### config.mk
export PLATFORM = sky130hd
export DESIGN_NAME = two_wire_segment_display_driver
export DESIGN_NICKNAME = d
export VERILOG_FILES = /design/src/rtl/twsd_pkg.sv /design/src/rtl/twsd_front.sv /design/src/rtl/twsd_queue.sv /design/src/rtl/twsd_back.sv /design/src/rtl/two_wire_segment_display_driver.sv
export SDC_FILE = /design/constraint.sdc
export NUM_CORES = 1
export LEC_CHECK = 0
export CAP_MARGIN = 20
export CORE_MARGIN = 3
export CORE_UTILIZATION = 40
export DETAILED_ROUTE_END_ITERATION = 10
export DONT_BUFFER_PORTS = 1
export HOLD_SLACK_MARGIN = 0.08
export PLACE_DENSITY = 0.61
export SYNTH_ARGS = -nofsm -noshare
export SYNTH_HDL_FRONTEND = slang
export SYNTH_SLANG_ARGS = --single-unit
### constraint.sdc
create_clock -name i_clk -period 2.9 [get_ports i_clk]
set_input_delay 0.145 -clock i_clk [delete_from_list [all_inputs] [get_ports i_clk]]
set_output_delay 0.145 -clock i_clk [all_outputs]
set_load 0.05 [all_outputs]
### src/rtl/twsd_pkg.sv
`timescale 1ns / 1ps

package twsd_pkg;

    localparam int DIGITS_DEFAULT = 4;
    localparam int CHARS          = 4;
    localparam int QUEUE_DEPTH    = 2;
    localparam int IN_DATA_W      = 40;
    localparam int IN_USER_W      = 2;
    localparam int OUT_DATA_W     = 8;
    localparam int KIND_W         = 2;
    localparam int MAX_LEVEL      = 8;

    // item kinds, same codes as the mode field
    typedef enum logic [KIND_W-1:0] {
        K_TICK   = 2'd0,
        K_SHOW   = 2'd1,
        K_BRIGHT = 2'd2,
        K_NOP    = 2'd3
    } t_kind;

    localparam logic [7:0] CMD_DATA     = 8'h40;
    localparam logic [7:0] CMD_ADDR     = 8'hC0;
    localparam logic [7:0] CMD_DISP_OFF = 8'h80;
    localparam logic [7:0] CMD_DISP_ON  = 8'h88;

    // ascii digit to segment pattern, blank for anything else
    function automatic logic [7:0] char_to_seg(input logic [7:0] c);
        logic [7:0] seg;
        case (c)
            8'h30:   seg = 8'h3f;
            8'h31:   seg = 8'h06;
            8'h32:   seg = 8'h5b;
            8'h33:   seg = 8'h4f;
            8'h34:   seg = 8'h66;
            8'h35:   seg = 8'h6d;
            8'h36:   seg = 8'h7d;
            8'h37:   seg = 8'h07;
            8'h38:   seg = 8'h7f;
            8'h39:   seg = 8'h6f;
            default: seg = 8'h00;
        endcase
        return seg;
    endfunction

endpackage

### src/rtl/twsd_front.sv
`timescale 1ns / 1ps

module twsd_front
    import twsd_pkg::*;
#(
    parameter int DIGITS = DIGITS_DEFAULT
) (
    input  logic                          i_valid,
    input  logic [IN_DATA_W-1:0]          i_data,
    input  logic [IN_USER_W-1:0]          i_user,
    input  logic                          i_queue_ready,
    output logic                          o_ready,
    output logic                          o_push,
    output logic [KIND_W+8+8*DIGITS-1:0]  o_entry
);

    t_kind                 kind;
    logic                  colon;
    logic [3:0]            level;
    logic [3:0]            lsat;
    logic [7:0]            bright_cmd;
    logic [7:0]            byte1;
    logic [8*DIGITS-1:0]   segs;

    assign kind  = t_kind'(i_user[KIND_W-1:0]);
    assign colon = i_data[32];
    assign level = i_data[36:33];

    // brightness command: level zero turns the display off, higher levels saturate at the top step
    always_comb begin
        lsat = (level > 4'(MAX_LEVEL)) ? 4'(MAX_LEVEL) : level;
        if (level == 4'd0) begin
            bright_cmd = CMD_DISP_OFF;
        end else begin
            bright_cmd = CMD_DISP_ON | {4'd0, lsat - 4'd1};
        end
    end

    assign byte1 = (kind == K_BRIGHT) ? bright_cmd : CMD_ADDR;

    for (genvar g = 0; g < DIGITS; g++) begin : g_digit
        logic [7:0] seg;
        if (g < CHARS) begin : g_char
            assign seg = char_to_seg(i_data[g*8 +: 8]);
        end else begin : g_blank
            assign seg = 8'h00;
        end
        // colon sits on the second digit
        if (g == 1) begin : g_colon
            assign segs[g*8 +: 8] = {seg[7] | colon, seg[6:0]};
        end else begin : g_plain
            assign segs[g*8 +: 8] = seg;
        end
    end

    assign o_ready = i_queue_ready;
    assign o_push  = i_valid && i_queue_ready;
    assign o_entry = {segs, byte1, kind};

endmodule

### src/rtl/twsd_queue.sv
`timescale 1ns / 1ps

module twsd_queue
    import twsd_pkg::*;
#(
    parameter int WIDTH = 8,
    parameter int DEPTH = QUEUE_DEPTH
) (
    input  logic             i_clk,
    input  logic             i_rst_n,
    input  logic             i_push,
    input  logic [WIDTH-1:0] i_data,
    output logic             o_ready,
    output logic             o_valid,
    input  logic             i_pop,
    output logic [WIDTH-1:0] o_data
);

    localparam int PW = (DEPTH > 1) ? $clog2(DEPTH) : 1;

    logic [WIDTH-1:0] r_mem [DEPTH];
    logic [PW-1:0]    r_wr;
    logic [PW-1:0]    r_rd;
    logic [PW:0]      r_count;
    logic             do_push;
    logic             do_pop;

    assign o_ready = (r_count != (PW+1)'(DEPTH));
    assign o_valid = (r_count != '0);
    assign o_data  = r_mem[r_rd];
    assign do_push = i_push && o_ready;
    assign do_pop  = i_pop && o_valid;

    always_ff @(posedge i_clk) begin
        if (do_push) begin
            r_mem[r_wr] <= i_data;
        end
    end

    always_ff @(posedge i_clk) begin
        if (!i_rst_n) begin
            r_wr    <= '0;
            r_rd    <= '0;
            r_count <= '0;
        end else begin
            if (do_push) begin
                r_wr <= (r_wr == PW'(DEPTH - 1)) ? '0 : r_wr + 1'b1;
            end
            if (do_pop) begin
                r_rd <= (r_rd == PW'(DEPTH - 1)) ? '0 : r_rd + 1'b1;
            end
            case ({do_push, do_pop})
                2'b10:   r_count <= r_count + 1'b1;
                2'b01:   r_count <= r_count - 1'b1;
                default: r_count <= r_count;
            endcase
        end
    end

endmodule

### src/rtl/twsd_back.sv
`timescale 1ns / 1ps

module twsd_back
    import twsd_pkg::*;
#(
    parameter int DIGITS = DIGITS_DEFAULT
) (
    input  logic                          i_clk,
    input  logic                          i_rst_n,
    input  logic                          i_valid,
    input  logic [KIND_W+8+8*DIGITS-1:0]  i_entry,
    output logic                          o_pop,
    output logic                          o_out_valid,
    input  logic                          i_out_ready,
    output logic [OUT_DATA_W-1:0]         o_out_data
);

    typedef enum logic [2:0] {
        PH_IDLE,
        PH_START,
        PH_BITS,
        PH_ACK,
        PH_STOP
    } t_phase;

    t_phase              r_phase, n_phase;
    logic                r_clk, n_clk;
    logic                r_dio, n_dio;
    logic [3:0]          r_bit, n_bit;
    logic [2:0]          r_byte, n_byte;
    logic                r_frame, n_frame;
    logic [2:0]          r_len, n_len;
    logic [7:0]          r_byte1;
    logic [8*DIGITS-1:0] r_seg;
    logic                r_out_valid;
    logic [OUT_DATA_W-1:0] r_out_data;

    t_kind               kind;
    logic [7:0]          in_byte1;
    logic [8*DIGITS-1:0] in_segs;
    logic                busy;
    logic                res_busy;
    logic                res_drop;
    logic                load_byte1;
    logic                load_segs;
    logic                do_step;
    logic [2:0]          seg_idx;
    logic [2:0]          byte_inc;
    logic [7:0]          cur_byte;

    assign kind     = t_kind'(i_entry[KIND_W-1:0]);
    assign in_byte1 = i_entry[KIND_W +: 8];
    assign in_segs  = i_entry[KIND_W+8 +: 8*DIGITS];
    assign busy     = (r_phase != PH_IDLE);
    assign do_step  = i_valid && (!r_out_valid || i_out_ready);
    assign seg_idx  = r_byte - 3'd1;
    assign byte_inc = r_byte + 3'd1;

    // byte now on the wire
    always_comb begin
        cur_byte = 8'h00;
        if (!r_frame) begin
            cur_byte = CMD_DATA;
        end else if (r_byte == 3'd0) begin
            cur_byte = r_byte1;
        end else begin
            for (int i = 0; i < DIGITS; i++) begin
                if (seg_idx == 3'(i)) begin
                    cur_byte = r_seg[i*8 +: 8];
                end
            end
        end
    end

    always_comb begin
        n_phase    = r_phase;
        n_clk      = r_clk;
        n_dio      = r_dio;
        n_bit      = r_bit;
        n_byte     = r_byte;
        n_frame    = r_frame;
        n_len      = r_len;
        res_busy   = busy;
        res_drop   = 1'b0;
        load_byte1 = 1'b0;
        load_segs  = 1'b0;
        unique case (kind) inside
            K_TICK: begin
                if (busy) begin
                    unique case (r_phase)
                        PH_START: begin
                            n_clk = 1'b1;
                            n_dio = (r_bit == 4'd0);
                            if (r_bit == 4'd0) begin
                                n_bit = 4'd1;
                            end else begin
                                n_bit   = 4'd0;
                                n_byte  = 3'd0;
                                n_phase = PH_BITS;
                            end
                        end
                        PH_BITS: begin
                            n_clk = r_bit[0];
                            n_dio = cur_byte[r_bit[3:1]];
                            if (r_bit == 4'd15) begin
                                n_bit   = 4'd0;
                                n_phase = PH_ACK;
                            end else begin
                                n_bit = r_bit + 4'd1;
                            end
                        end
                        PH_ACK: begin
                            n_clk = (r_bit != 4'd0);
                            n_dio = 1'b1;
                            if (r_bit == 4'd0) begin
                                n_bit = 4'd1;
                            end else begin
                                n_bit   = 4'd0;
                                n_byte  = byte_inc;
                                n_phase = (byte_inc < r_len) ? PH_BITS : PH_STOP;
                            end
                        end
                        PH_STOP: begin
                            unique case (r_bit)
                                4'd0: begin
                                    n_clk = 1'b0;
                                    n_bit = 4'd1;
                                end
                                4'd1: begin
                                    n_clk = 1'b0;
                                    n_dio = 1'b0;
                                    n_bit = 4'd2;
                                end
                                4'd2: begin
                                    n_clk = 1'b1;
                                    n_dio = 1'b0;
                                    n_bit = 4'd3;
                                end
                                default: begin
                                    n_clk  = 1'b1;
                                    n_dio  = 1'b1;
                                    n_bit  = 4'd0;
                                    n_byte = 3'd0;
                                    // address frame follows the data-command frame
                                    if (!r_frame) begin
                                        n_frame = 1'b1;
                                        n_len   = 3'(1 + DIGITS);
                                        n_phase = PH_START;
                                    end else begin
                                        n_phase = PH_IDLE;
                                    end
                                end
                            endcase
                        end
                        default: n_phase = PH_IDLE;
                    endcase
                end
            end
            K_SHOW, K_BRIGHT: begin
                if (busy) begin
                    res_drop = 1'b1;
                end else begin
                    load_byte1 = 1'b1;
                    load_segs  = (kind == K_SHOW);
                    n_frame    = (kind == K_BRIGHT);
                    n_len      = 3'd1;
                    n_byte     = 3'd0;
                    n_bit      = 4'd0;
                    n_phase    = PH_START;
                    res_busy   = 1'b1;
                end
            end
            default: ;
        endcase
    end

    always_ff @(posedge i_clk) begin
        if (!i_rst_n) begin
            r_phase     <= PH_IDLE;
            r_clk       <= 1'b0;
            r_dio       <= 1'b0;
            r_bit       <= 4'd0;
            r_byte      <= 3'd0;
            r_frame     <= 1'b0;
            r_len       <= 3'd0;
            r_out_valid <= 1'b0;
        end else begin
            if (do_step) begin
                r_phase     <= n_phase;
                r_clk       <= n_clk;
                r_dio       <= n_dio;
                r_bit       <= n_bit;
                r_byte      <= n_byte;
                r_frame     <= n_frame;
                r_len       <= n_len;
                r_out_valid <= 1'b1;
                r_out_data  <= {{(OUT_DATA_W-4){1'b0}}, res_drop, res_busy, n_dio, n_clk};
                if (load_byte1) begin
                    r_byte1 <= in_byte1;
                end
                if (load_segs) begin
                    r_seg <= in_segs;
                end
            end else if (i_out_ready) begin
                r_out_valid <= 1'b0;
            end
        end
    end

    assign o_pop       = do_step;
    assign o_out_valid = r_out_valid;
    assign o_out_data  = r_out_data;

endmodule

### src/rtl/two_wire_segment_display_driver.sv
`timescale 1ns / 1ps

// two-wire seven-segment display master. every input item gives exactly one
// result item. tuser carries the kind: a tick moves the clk/dio pair on by one
// step of the start / byte / ack / stop sequence, a show request queues the
// data-command frame (0x40) and then the address frame (0xC0 and DIGITS
// segment bytes), a brightness request queues a single display-control frame.
// a request taken while a transfer runs is dropped and flagged in the result.
// rate: one item per clock while the sink keeps taking results. with the queue
// empty, an accepted item is written into the two-entry queue and its result
// is loaded from there into the output register once that register is free. the
// sequencer in the back end steps at most once per clock. while the sink
// stalls, the output register holds its result and the queue takes two more
// items before tready drops on the input side.
module two_wire_segment_display_driver
    import twsd_pkg::*;
#(
    parameter int DIGITS = DIGITS_DEFAULT
) (
    input  logic                  i_clk,
    input  logic                  i_rst_n,
    input  logic                  i_s_axis_tvalid,
    output logic                  o_s_axis_tready,
    // char_0, char_1, char_2, char_3, colon_on, level, zero pad
    input  logic [IN_DATA_W-1:0]  i_s_axis_tdata,
    // mode
    input  logic [IN_USER_W-1:0]  i_s_axis_tuser,
    output logic                  o_m_axis_tvalid,
    input  logic                  i_m_axis_tready,
    // clk_level, dio_level, busy_res, dropped, zero pad
    output logic [OUT_DATA_W-1:0] o_m_axis_tdata
);

    localparam int ENTRY_W = KIND_W + 8 + 8 * DIGITS;

    // classified item: segment bytes, second command byte, kind
    logic               push;
    logic [ENTRY_W-1:0] push_entry;
    logic               queue_ready;
    logic               queue_valid;
    logic               pop;
    logic [ENTRY_W-1:0] pop_entry;

    // front end: decodes characters and brightness into frame bytes
    twsd_front #(
        .DIGITS (DIGITS)
    ) u_front (
        .i_valid       (i_s_axis_tvalid),
        .i_data        (i_s_axis_tdata),
        .i_user        (i_s_axis_tuser),
        .i_queue_ready (queue_ready),
        .o_ready       (o_s_axis_tready),
        .o_push        (push),
        .o_entry       (push_entry)
    );

    // short queue so either side may stall on its own
    twsd_queue #(
        .WIDTH (ENTRY_W),
        .DEPTH (QUEUE_DEPTH)
    ) u_queue (
        .i_clk   (i_clk),
        .i_rst_n (i_rst_n),
        .i_push  (push),
        .i_data  (push_entry),
        .o_ready (queue_ready),
        .o_valid (queue_valid),
        .i_pop   (pop),
        .o_data  (pop_entry)
    );

    // back end: pin sequencer and output register
    twsd_back #(
        .DIGITS (DIGITS)
    ) u_back (
        .i_clk       (i_clk),
        .i_rst_n     (i_rst_n),
        .i_valid     (queue_valid),
        .i_entry     (pop_entry),
        .o_pop       (pop),
        .o_out_valid (o_m_axis_tvalid),
        .i_out_ready (i_m_axis_tready),
        .o_out_data  (o_m_axis_tdata)
    );

endmodule

After elaboration in Yosys (flattened, before gate mapping)
Memories as Yosys holds them, arrays and structs flattened. A register that Yosys moved wholly into a read port is not among the register bits.
Index checks and enable logic that the tools add are counted.
{"block": "totals", "regBits": 65, "mem_bits_rw": 78, "input_bits": 46, "output_inout_bits": 10, "wordCells": 197, "mem_count": 1}
{"block": "op_classes", "n_addsub": 8, "magnitude_cmp": 3, "n_eq_ne": 67, "n_mux": 71, "n_bitwise": 1, "reduce_logical": 30}
{"memory": "u_queue.r_mem", "words": 2, "word_bits": 39, "rd": 1, "rd_clocked_by_memory_dff": 1, "wr": 1, "line": "twsd_queue.sv:21", "rtl": "logic [WIDTH-1:0] r_mem [DEPTH];"}
{"cell": "8-bit by 6-bit == test with 1-bit output (second input constant)", "n": 40}
{"cell": "7-bit one-hot mux with 10 select lines", "n": 4}
{"cell": "8-bit two-way mux", "n": 7}
{"cell": "3-bit two-way mux", "n": 17}
{"cell": "1-bit two-way mux", "n": 25}
{"cell": "3-bit one-hot mux with 2 select lines", "n": 3}
{"cell": "4-bit two-way mux", "n": 4}
{"cell": "8-bit AND reduction", "n": 2}
{"cell": "3-bit by 2-bit == test with 1-bit output (second input constant)", "n": 4}
{"cell": "3-bit inequality test (second input constant)", "n": 4}
{"cell": "3-bit one-hot mux with 4 select lines", "n": 1}
{"cell": "4-bit one-hot mux with 3 select lines", "n": 1}
{"cell": "2-bit inequality test (second input constant)", "n": 5}
{"cell": "3-bit one-hot mux with 3 select lines", "n": 1}
{"cell": "4-bit zero test", "n": 2}
{"cell": "4-bit inequality test (second input constant)", "n": 2}
{"cell": "1-bit one-hot mux with 4 select lines", "n": 2}
{"cell": "4-bit one-hot mux with 2 select lines", "n": 1}
{"cell": "2-bit nonzero test", "n": 4}
{"cell": "2-bit OR reduction", "n": 4}
{"cell": "7-bit AND reduction", "n": 1}
{"cell": "2-bit == test (second input constant)", "n": 3}
{"cell": "3-bit by 1-bit == test with 1-bit output (second input constant)", "n": 2}
{"cell": "3-bit zero test", "n": 2}
{"cell": "other kinds (31)", "n": 39}

Longest topological paths before layout
Gate-level depths: netlist of run 1.
{"block": "depth", "ltp_word": 13, "ltp_mapped": 11, "mapped_depth_nobuf": 8}

Cells and area by module
From an unflattened synthesis of run 1, not the netlist that was laid out.
{"block": "unflattened", "hier_cells": 592, "area_unflattened_um2": 7405.9}
{"mod": "twsd_queue", "instances": 1, "cells_each": 155, "area_per_inst_um2": 3255.6, "seq_area_each_um2": 2622.5}
{"mod": "twsd_back", "instances": 1, "cells_each": 292, "area_per_inst_um2": 3134.3, "seq_area_each_um2": 1641.6}
{"mod": "twsd_front", "instances": 1, "cells_each": 145, "area_per_inst_um2": 1016.0, "seq_area_each_um2": 0.0}

Worst setup path after synthesis of run 1
Ideal clock, no wire load.
{"block": "synth_path", "kind": "flip-flop to flip-flop", "startpoint": "register with a tool-made name", "endpoint": "register u_back.r_seg[0], enable pin", "setup_ns": 0.389, "t_arrival_ns": 2.834, "required_ns": 2.511, "setup_slack_ns": -0.322, "path_stages_with_launch": 8, "n_path_buf": 3, "period_less_slack_ns": 3.222, "path_cell_list": "dfxtp_1 clkbuf_1 buf_1 mux2i_1 ha_1 clkbuf_1 and4b_1 and2_1"}
{"item": "end signal: assignment", "line": "twsd_back.sv:202", "rtl": "r_seg <= in_segs;"}
{"item": "end: declaration", "line": "twsd_back.sv:34", "rtl": "logic [8*DIGITS-1:0] r_seg;"}

Final worst setup path of run 1
{"block": "layout_path", "startpoint": "register u_back.r_byte[0]", "endpoint": "register u_back.r_out_data[1] (netlist: u_back.o_out_data[1]), data pin"}
{"block": "layout_between", "elab_chain_len": 13, "word_cells_on_any_way": 17, "classes_between": "add/sub: 1; eq/ne: 3; mux: 11; reduce/logical: 2"}
{"item": "start: declaration", "line": "twsd_back.sv:30", "rtl": "logic [2:0] r_byte, n_byte;"}
{"item": "start signal: assignment", "line": "twsd_back.sv:193", "rtl": "r_byte <= n_byte;"}
{"item": "3-bit by 1-bit subtractor with 3-bit output", "line": "twsd_back.sv:56", "rtl": "assign seg_idx = r_byte - 3'd1;"}
{"item": "3-bit zero test", "line": "twsd_back.sv:68", "rtl": "if (seg_idx == 3'(i)) begin"}
{"item": "8-bit two-way mux (4 in a row)", "line": "twsd_back.sv:68"}
{"item": "8-bit two-way mux (*)", "line": "twsd_back.sv:64", "rtl": "end else if (r_byte == 3'd0) begin"}
{"item": "8-bit two-way mux (*)", "line": "twsd_back.sv:62", "rtl": "if (!r_frame) begin"}
{"item": "1-bit binary-select mux with 3-bit select (*)", "line": "twsd_back.sv:104", "rtl": "n_dio = cur_byte[r_bit[3:1]];"}
{"item": "1-bit two-way mux (implied by the code) (*)", "line": "twsd_back.sv:104"}
{"item": "1-bit one-hot mux with 4 select lines (*)", "line": "twsd_back.sv:90", "rtl": "unique case (r_phase)"}
{"item": "1-bit two-way mux (*)", "line": "twsd_back.sv:89", "rtl": "if (busy) begin"}
{"item": "1-bit two-way mux (*)", "line": "twsd_back.sv:87", "rtl": "unique case (kind) inside"}
{"item": "via u_back.n_dio", "line": "twsd_back.sv:28", "rtl": "logic r_dio, n_dio;"}
{"item": "end signal: assignment", "line": "twsd_back.sv:197", "rtl": "r_out_data <= {{(OUT_DATA_W-4){1'b0}}, res_drop, res_busy, n_dio, n_clk};"}
{"item": "end: declaration", "line": "twsd_back.sv:36", "rtl": "logic [OUT_DATA_W-1:0] r_out_data;"}
The timed path passes the listed nets; every way through them passes the cells marked *. The select of a mux whose other input is x is not followed.
A chain may end at the register's enable or synchronous reset.

==> results of run 1 <==
synth_stat cells, types with 10 or more instances:
cell | n | area (um2)
a21oi_1 | 43 | 215
clkbuf_1 | 30 | 113
dfxtp_1 | 21 | 420
edfxtp_1 | 110 | 3300
ha_1 | 16 | 200
inv_1 | 26 | 97.6
mux2_2 | 36 | 405
nand2_1 | 36 | 135
nand2b_1 | 14 | 87.6
nand3_1 | 16 | 80.1
nor2_1 | 57 | 214
nor2b_1 | 10 | 62.6
o21ai_0 | 28 | 140
area by class of cell:
| type | count | share of cell area (%) |
|---|---|---|
| Multi-Input combinational cell | 385 | 33.7 |
| Clock buffer | 17 | 5.55 |
| Sequential cell | 131 | 48.6 |
| Clock inverter | 14 | 2.11 |
| Tap cell | 216 | 3.53 |
| Inverter | 27 | 1.32 |
| Timing Repair Buffer | 43 | 5.20 |
flip-flops by register name (all words and copies together), names as in the netlist, named ones only:
register / flops
u_queue.r_count: 2
u_back.o_out_data: 4
u_back.r_byte: 3
u_back.r_len: 2
u_back.r_dio: 1
u_back.o_out_valid: 1
u_queue.r_rd: 1
u_back.r_seg: 29
u_queue.r_wr: 1
u_back.r_byte1: 5
u_back.r_clk: 1
u_queue.r_mem: 72
u_back.r_phase: 3
u_back.r_bit: 4
u_back.r_frame: 1
critical path: stages, from the launching register on:
cell and delay [ns]:
dfxtp_1 0.45, inv_1 0.13, ha_2 0.31, or3b_2 0.47, a211oi_1 0.24, a311oi_1 0.08
a311oi_1 0.31, o221ai_1 0.26, a32oi_1 0.26
per-stage QoR:
step	instance area (um2)	total power [uW]	utilization, %	cells	hold slack [ns]
2_1_floorplan	6570	3550	-	582	0.244
3_3_place_gp	6770	3820	42.5	772	0.244
3_5_place_dp	6770	3850	42.5	772	0.244
4_1_cts	7660	6030	48.0	833	0.0810
5_1_grt	7660	6290	48.0	833	0.0825
6_report	7660	5980	48.0	833	0.0968
logic make-up (layout without fill, tap and decap cells):
group	after synthesis	in the layout	synth area share (%)
adders and majority gates	16	16	3.06
AOI/OAI and AO/OA	141	141	14.4
and+or+nand+nor	175	175	13.4
buffers and inverters	66	101	4.18
other	1	4	0.0572
muxes	41	41	6.95
DFF	131	131	56.8
xor gates and xnor gates	8	8	1.07
power groups by stage:
stage	clock (uW)	combinational (uW)	sequential, uW
finish	2130	1270	2580
global route	2260	1420	2610
CTS	2170	1280	2580
detailed placement	0	1230	2610
global placement	0	1210	2610
floorplan	0	981	2570
placed cells by master (no fill, tap or decap), drive strengths merged, types with 6 or more instances in the layout:
master / instances
edfxtp: 110
nor2: 57
a21oi: 43
nand2: 36
mux2: 36
dlygate4sd3: 30
o21ai: 29
inv: 29
dfxtp: 21
clkbuf: 17
nand3: 16
ha: 16
nand2b: 14
buf: 13
nor2b: 10
nor3: 9
a211oi: 7
or3: 6
a31oi: 6
clkinv: 6
path summary, 6_finish.rpt:
path                                 start  cells past startpoint                             end  slack, ns
max          u_back.r_byte[0]$_SDFFE_PN0P_                      8  u_back.o_out_data[1]$_DFFE_PP_       0.23
min                     i_s_axis_tdata[26]                      3  u_queue.r_mem[1][38]$_DFFE_PP_        0.1
max reg2reg  u_back.r_byte[0]$_SDFFE_PN0P_                      8  u_back.o_out_data[1]$_DFFE_PP_       0.23
min reg2reg      u_back.r_clk$_SDFFE_PN0P_                      2       u_back.r_clk$_SDFFE_PN0P_       0.48
repair_timing:
action                                  4_1_cts  5_1_grt
gates resized for setup                       0        1
hold buffers                                 30        0
endpoints found under the setup margin        0        1
endpoints found under the hold margin        62        0
metal layers:
layer  part of all wire (%)  global-route usage, %
met1                     44                   19.2
met2                     49                   26.6
met3                    5.4                   4.76
met4                    1.7                   6.00
met5                      0                      0
==> metrics.txt, run 1 <==
FMAX=374 MHz; vias in the first global route=4,565; Starting Density=41.1%; worst hold path type=in2reg; chip width=134 um; leak pwr=0.00270 uW; Clock Sinks=131; gr ovfl total=0; Multi-input gate area=0.00258 mm2; Post-CTS Setup Inserts=0; core area=0.0159 mm2; largest net degree at the start of global routing=37; RSZ-0062 raised after global routing=false; Setup CP Type=reg2reg; final period utilization=92.2%; outcome=finished clean; TritonCTS Buffers=17; I/O pin count=56; Int Pwr=4270 uW; Diodes inserted=0; Final min period=2.67 ns; slew margin rel.=56.4%; CP required=3.16 ns; remaining antenna violation count=0; Layout fillers=1,457; Setup crit start kind=register; Flop pwr share=43.2%; post-synthesis sequential area ratio=56.8%; clk_lat worst skew=0.42 ns; num rows=46; Max IR drop VDD=0.431 mV; DR DRC count=0; switching power=1710 uW; Comb pwr share=21.2%; layout cells sized above 1=14.7%; clk root buf=clkbuf_16; Setup WS pre-CTS=0.161 ns; Detail Placement HPWL=8870 um; fin. max-slew vios=0; initial antenna violation count=0; Die Span Y=134 um; wire per inst=16.2 um; syn avg cell area=11.3 um2; Max clock buf depth=2; final worst slack=0.227 ns; drt via density=5.47; Final TNS setup=0 ns; Syn Inst Count=579; first-pass GRT wire length=22,400 um; register area=0.00372 mm2; Post-synth EDFFs=110; PD cells=781 mW/mm2; DRT Wirelength=13,500 um; Primary FF master, synth=edfxtp_1; CP endpoint kind=register; CTS tree=built; YS warnings=0; DR vias=4,558; Die ar.=0.0180 mm2; endpoints failing hold=0; Setup-failing EPs final=0; GRT Overall Usage=15.8%; Netlist cell types=69; Worst Path Max Fanout=16; # port buffers=0; H-tree levels=4; clock network power share=35.6%; Placer Congestion=0.882; Worst EP arrival=2.94 ns; Area Overhead vs Synth=16.9%; Net Sw Frac=28.6%; initial drt markers=250; Synth Cell Area=0.00655 mm2; Layout Skew=0.0101 ns; clk slew on worst S/H paths=0.06 ns; number of synthesized register bits=131; Worst Tran Pin Value=0.654 ns; first-pass iteration count of the detailed router=5; Async SR Flop Fraction=0%; Max-Cap Viols=0; Final nets=667
(Power assumes the default switching activity.)
==> inputs of run 2 (changes only) <==
Settings changed: CELL_PAD_IN_SITES_DETAIL_PLACEMENT from default to 1, CELL_PAD_IN_SITES_GLOBAL_PLACEMENT from default to 2, CORE_ASPECT_RATIO from default to 0.6, CORE_UTILIZATION 40 to 39, PLACE_DENSITY 0.61 to 0.81.
==> metrics.txt, run 2 (same netlist as run 1, synthesis figures left out) <==
outcome=finished clean; endpoints failing hold=0 (unchanged); Hold Worst Slack=0.0962 ns (-0.000620 ns); num rows=36 (-22%); Max IR drop VDD=0.348 mV (-19%); Worst Setup SP=u_back.r_byte[1]$_SDFFE_PN0P_; critical path depth=8 (unchanged); # port buffers=0 (unchanged); drt via density=5.43 (-0.74%); r2r endpoint=u_back.o_out_data[1]$_DFFE_PP_; top flop regs=u_queue.r_mem (72), u_back.r_seg (29), u_back.r_byte1 (5); CP required=3.05 ns (-0.11 ns); clk slew on worst S/H paths=0.06 ns (about the same); Worst Hold Depth=3 (unchanged); Reg2Reg Depth=8 (unchanged); slew margin rel.=50.9% (-5.4 points); vias in the first global route=4,796 (+5.1%); initial antenna violation count=0 (unchanged); wire per inst=19.1 um (+18%); Largest stage delay, worst path=0.71 ns (+0.24 ns); Post-CTS Setup Inserts=0 (unchanged); Worst Path Max Fanout=5 (-11); Diodes inserted=0 (unchanged); Setup CP Type=reg2reg; clk root buf=clkbuf_16; slowest cell on the critical path=or4b_2; Detail Placement HPWL=10,800 um (+22%); final period utilization=92.3% (about the same); Setup WS pre-CTS=0.258 ns (+0.0967 ns); Area Overhead vs Synth=17.7%; Die ar.=0.0184 mm2 (+2.7%); chip width=173 um (+29%); DRT Wirelength=16,200 um (+20%); first-pass iteration count of the detailed router=4 (-1); leak pwr=0.00274 uW (+1.4%); largest net degree at the start of global routing=37 (unchanged); initial drt markers=292 (+17%); max reg flops=72 (unchanged); core area=0.0164 mm2 (+2.6%); commonest non-fill, non-tap cell in the layout=edfxtp_1; Die Span Y=106 um (-21%); final worst slack=0.224 ns (-0.00236 ns); TritonCTS Buffers=17 (unchanged); CTS tree=built; first-pass GRT wire length=26,500 um (+18%); H-tree levels=4 (unchanged); worst-path cell chain=inv_1 -> ha_1 -> or4b_2 -> nor2_1 -> a311o_1 -> o22ai_1 -> o221ai_1 -> a32oi_1; Bufs and invs on worst path=1 (unchanged); most frequent cells in the layout=edfxtp_1, nor2_1, a21oi_1; layout cells sized above 1=16.1% (+1.3 points); Layout Utilization=47.2% (-0.85 points); DR DRC count=0 (unchanged); Worst R2R Start=u_back.r_byte[1]$_SDFFE_PN0P_; remaining antenna violation count=0 (unchanged); Worst EP arrival=2.82 ns (-0.12 ns); PD cells=789 mW/mm2 (+1.0%); DR vias=4,622 (+1.4%); Final nets=672 (+0.75%); GRT Overall Usage=18.3% (+2.5 points); Worst Tran Pin Value=0.735 ns (+0.0813 ns); Final min period=2.68 ns (+0.00236 ns); CP endpoint kind=register; gr ovfl total=0 (unchanged); Starting Density=40.1% (-1.0 points); FMAX=374 MHz (about the same); Setup-failing EPs final=0 (unchanged); Clock Sinks=131 (unchanged); Placer Congestion=0.870 (-1.4%); RSZ-0062 raised after global routing=false; register-to-register path setup slack=0.22 ns (about the same); Layout Skew=0.0110 ns (+0.000919 ns); worst hold path type=in2reg; Max clock buf depth=2 (unchanged); Max-Cap Viols=0 (unchanged); clk_lat worst skew=0.42 ns (about the same); fin. max-slew vios=0 (unchanged); Layout fillers=1,732 (+19%); Setup crit start kind=register; HP Start=i_s_axis_tdata[33]; Largest Register=u_queue.r_mem; hold path endpoint=u_queue.r_mem[1][3]$_DFFE_PP_; Final TNS setup=0 ns (unchanged); Crit path max-delay family=simple AND/OR/NAND/NOR gates; I/O pin count=56 (unchanged)
[run 2: power by group]
part	total, uW	internal [uW]	switching [uW]
clock network	2130	1220	904
logic	1390	561	826
registers	2570	2400	173
[run 2: layer usage]
layer / GRT usage (%) / wire, um
met5: 0 / 0
met3: 5.03 / 714
met2: 28.3 / 7400
met4: 5.03 / 172
met1: 25.5 / 7940
[run 2: cell type report]
cell class,instances,area [um2],area share [%]
Clock buffer,17,425,5.51
Clock inverter,15,166,2.16
Inverter,27,101,1.31
Multi-Input combinational cell,385,2580,33.4
Sequential cell,131,3720,48.3
Tap cell,228,285,3.70
Timing Repair Buffer,48,433,5.61
[run 2: worst max path at each step]
| stage | endpoint | slack [ns] |
|---|---|---|
| 6_report | u_back.o_out_data[1]$_DFFE_PP_ | 0.22 |
| 5_1_grt | u_back.r_byte[2]$_SDFFE_PN0P_ | 0.06 |
| 4_1_cts | u_back.r_byte[2]$_SDFFE_PN0P_ | 0.23 |
| 3_5_place_dp | u_back.r_byte[2]$_SDFFE_PN0P_ | 0.26 |
| 3_3_place_gp | u_back.o_out_data[1]$_DFFE_PP_ | 0.31 |
| 2_1_floorplan | u_back.r_byte[2]$_SDFFE_PN0P_ | 0.05 |
[run 2: worst register-to-register path, stage by stage (launching register included)]
cell,delay [ns]
dfxtp_1,0.42
inv_1,0.11
ha_1,0.26
or4b_2,0.71
nor2_1,0.15
a311o_1,0.16
o22ai_1,0.08
o221ai_1,0.36
a32oi_1,0.17
[run 2: stage by stage]
step	power, uW	cell area [um2]	std cells
final	6080	7710	851
after global routing	6390	7710	851
after CTS	6150	7710	851
after detailed placement	3940	6830	790
after global placement	3880	6830	790
after floorplan	3550	6570	582
[run 2: what timing repair did]
item | CTS | global route
resized for setup | 0 | 1
setup endpoints to repair | 0 | 1
endpoints found under the hold margin | 68 | 0
hold buffers | 29 | 0
==> inputs of run 3 (changes only) <==
Settings changed: CORE_UTILIZATION 39 to 40, SYNTH_HIERARCHICAL from default to 1.
==> metrics.txt, run 3 <==
leak pwr=0.00298 uW (+8.7%); Final nets=684 (+1.8%); Worst Tran Pin Value=0.615 ns (-0.120 ns); Layout Utilization=48.5% (+1.4 points); CP endpoint kind=register; most frequent cells in the layout=edfxtp_1, nor2_1, mux2_2; post-synth top area share=51.9% (+1.5 points); top flop regs=u_queue/r_mem (84), u_back/r_seg (32), u_back/r_byte1 (8); gr ovfl total=0 (unchanged); post-synthesis sequential area ratio=57.6% (+0.75 points); Max-Cap Viols=0 (unchanged); TritonCTS Buffers=17 (unchanged); DR vias=4,720 (+2.1%); endpoints failing hold=0 (unchanged); max reg flops=84 (+17%); Overall Power=6990 uW (+15%); Setup CP Type=reg2reg; number of synthesized register bits=149 (+14%); Detail Placement HPWL=10,700 um (-1.2%); drt via density=5.44 (+0.12%); worst-path cell chain=inv_1 -> ha_1 -> buf_4 -> inv_1 -> o21ai_0 -> o2bb2ai_1 -> a2111oi_0 -> o311ai_1 -> a21oi_1; RSZ-0062 raised after global routing=false; Bufs and invs on worst path=3 (+2); remaining antenna violation count=0 (unchanged); core area=0.0176 mm2 (+7.9%); Area Overhead vs Synth=15.6%; Reg2Reg Depth=9 (+1); syn avg cell area=12.5 um2 (+11%); Largest Register=u_queue/r_mem; final period utilization=91.7% (-0.55 points); Post-synth EDFFs=128 (+16%); critical path depth=9 (+1); Max clock buf depth=2 (unchanged); Netlist cell types=69 (unchanged); # port buffers=0 (unchanged); largest net degree at the start of global routing=43 (+16%); first-pass GRT wire length=26,800 um (+1.0%); vias in the first global route=4,954 (+3.3%); Syn Inst Count=592 (+2.2%); commonest non-fill, non-tap cell in the layout=edfxtp_1; clk slew on worst S/H paths=0.07 ns (about the same); CTS tree=built; Final TNS setup=0 ns (unchanged); YS warnings=6 (+6); Placer Congestion=0.868 (-0.14%); Setup-failing EPs final=0 (unchanged); first-pass iteration count of the detailed router=5 (+1); Setup crit start kind=register; Worst Path Max Fanout=15 (+10); FMAX=376 MHz (+0.60%); Crit path max-delay family=compound AO/OA/AOI/OAI gates; initial drt markers=279 (-4.5%); Worst EP arrival=2.95 ns (+0.13 ns); Die ar.=0.0202 mm2 (+9.7%); Yosys top cell by area=edfxtp_1; slowest cell on the critical path=dfxtp_1; Clock Sinks=149 (+14%); worst hold path type=in2reg; CP required=3.19 ns (+0.14 ns); slew margin rel.=59.0% (+8.1 points); count leader, synth=edfxtp_1; clk_lat worst skew=0.43 ns (about the same); Worst Hold Depth=2 (-1); num rows=37 (+2.8%); Die Span Y=111 um (+4.7%); outcome=finished clean; DRT Wirelength=16,800 um (+3.4%); initial antenna violation count=0 (unchanged); Largest stage delay, worst path=0.47 ns (-0.24 ns); synth cell count leaders=edfxtp_1, nor2_1, mux2_2; DR DRC count=0 (unchanged); Final min period=2.66 ns (-0.0160 ns); Primary FF master, synth=edfxtp_1; Hold Worst Slack=0.0901 ns (-0.00612 ns); top cells by area, synth=edfxtp_1, mux2_2, dfxtp_1; Diodes inserted=0 (unchanged); fin. max-slew vios=0 (unchanged); clk root buf=clkbuf_16; H-tree levels=4 (unchanged); most used cell, CP=inv_1; chip width=182 um (+4.8%); Async SR Flop Fraction=0% (unchanged); Starting Density=42.0% (+1.9 points); Max IR drop VDD=0.369 mV (+6.3%); Synth Cell Area=0.00741 mm2 (+13%); wire per inst=19.3 um (+1.4%); Layout Skew=0.0155 ns (+0.00448 ns); Layout fillers=1,777 (+2.6%); layout cells sized above 1=18.6% (+2.6 points); GRT Overall Usage=16.8% (-1.5 points); I/O pin count=56 (unchanged); PD cells=817 mW/mm2 (+3.6%)
[run 3: cell types whose count changed after synthesis, sizes merged, moves of 5 or more]
cell	change
buf	+32
nand2b	+5
nand2	-14
mux2	+7
nor2b	+15
nand3	-10
inv	-8
a21oi	-15
edfxtp	+18
clkbuf	-18
a2111oi	+6
a221o	+7
nor2	-12
[run 3: worst register-to-register path: cells and delay by family, from the launching register on]
family | cells | cell delay, ns
flip-flops | 1 | 0.47
AO/OA/AOI/OAI | 5 | 1.28
adder cells (fa/ha/maj) | 1 | 0.24
buffers and inverters | 3 | 0.54
[run 3: logic make-up after synthesis]
kind of cell	Yosys count	share of synthesized area, %
buffers and inverters	72	5.32
DFF	149	57.6
adders and majority gates	17	2.87
and+or+nand+nor	173	14.0
other	3	0.152
xor gates and xnor gates	5	0.591
AOI/OAI and AO/OA	127	12.5
muxes	46	6.94
[run 3: final cells by class]
cell class / count / area (um2) / share of cell area [%]
clock inverters: 15 / 199 / 2.32
well taps: 234 / 293 / 3.42
flip-flops and latches: 149 / 4270 / 49.8
clock buffers: 17 / 425 / 4.97
inverters: 19 / 71.3 / 0.833
multi-input cells: 378 / 2790 / 32.5
repair buffers: 56 / 520 / 6.08
[run 3: repair_timing]
action                     4_1_cts  5_1_grt
hold buffers                    40        0
resized for setup                0        3
setup endpoints to repair        0        2
hold endpoints to repair        78        0
buffers inserted                 0        0
[run 3: per-layer routing]
metal  up-vias  GRT usage (%)  part of all wire, %
li1       2254              -                    -
met1      2365           23.8                   49
met2        86           26.3                   46
met3        15           3.82                  3.4
met4         0           4.67                  1.1
met5         -              0                    0
[run 3: through the flow]
stage	cell area, um2	setup slack, ns	instances
after floorplan	7430	0.125	599
after global placement	7530	0.268	796
after detailed placement	7530	0.123	796
after CTS	8550	0.00189	868
after global routing	8560	0.00687	868
final	8560	0.240	868
[run 3: path summary, 6_finish.rpt]
path                                                     from                              to  slack (ns)
worst max-delay path            u_back/r_byte[0]$_SDFFE_PN0P_  u_back/o_out_data[1]$_DFFE_PP_        0.24
worst min-delay path                       i_s_axis_tdata[36]   u_queue/r_mem[0][2]$_DFFE_PP_        0.09
worst max register to register  u_back/r_byte[0]$_SDFFE_PN0P_  u_back/o_out_data[1]$_DFFE_PP_        0.24
worst min register to register      u_back/r_clk$_SDFFE_PN0P_       u_back/r_clk$_SDFFE_PN0P_        0.49
[run 3: power breakdown]
part | leakage, uW | internal [uW] | switching [uW]
Clock | 0.000301 | 1250 | 1010
Combinational | 0.00132 | 722 | 954
Sequential | 0.00136 | 2830 | 222
Total | 0.00298 | 4800 | 2190
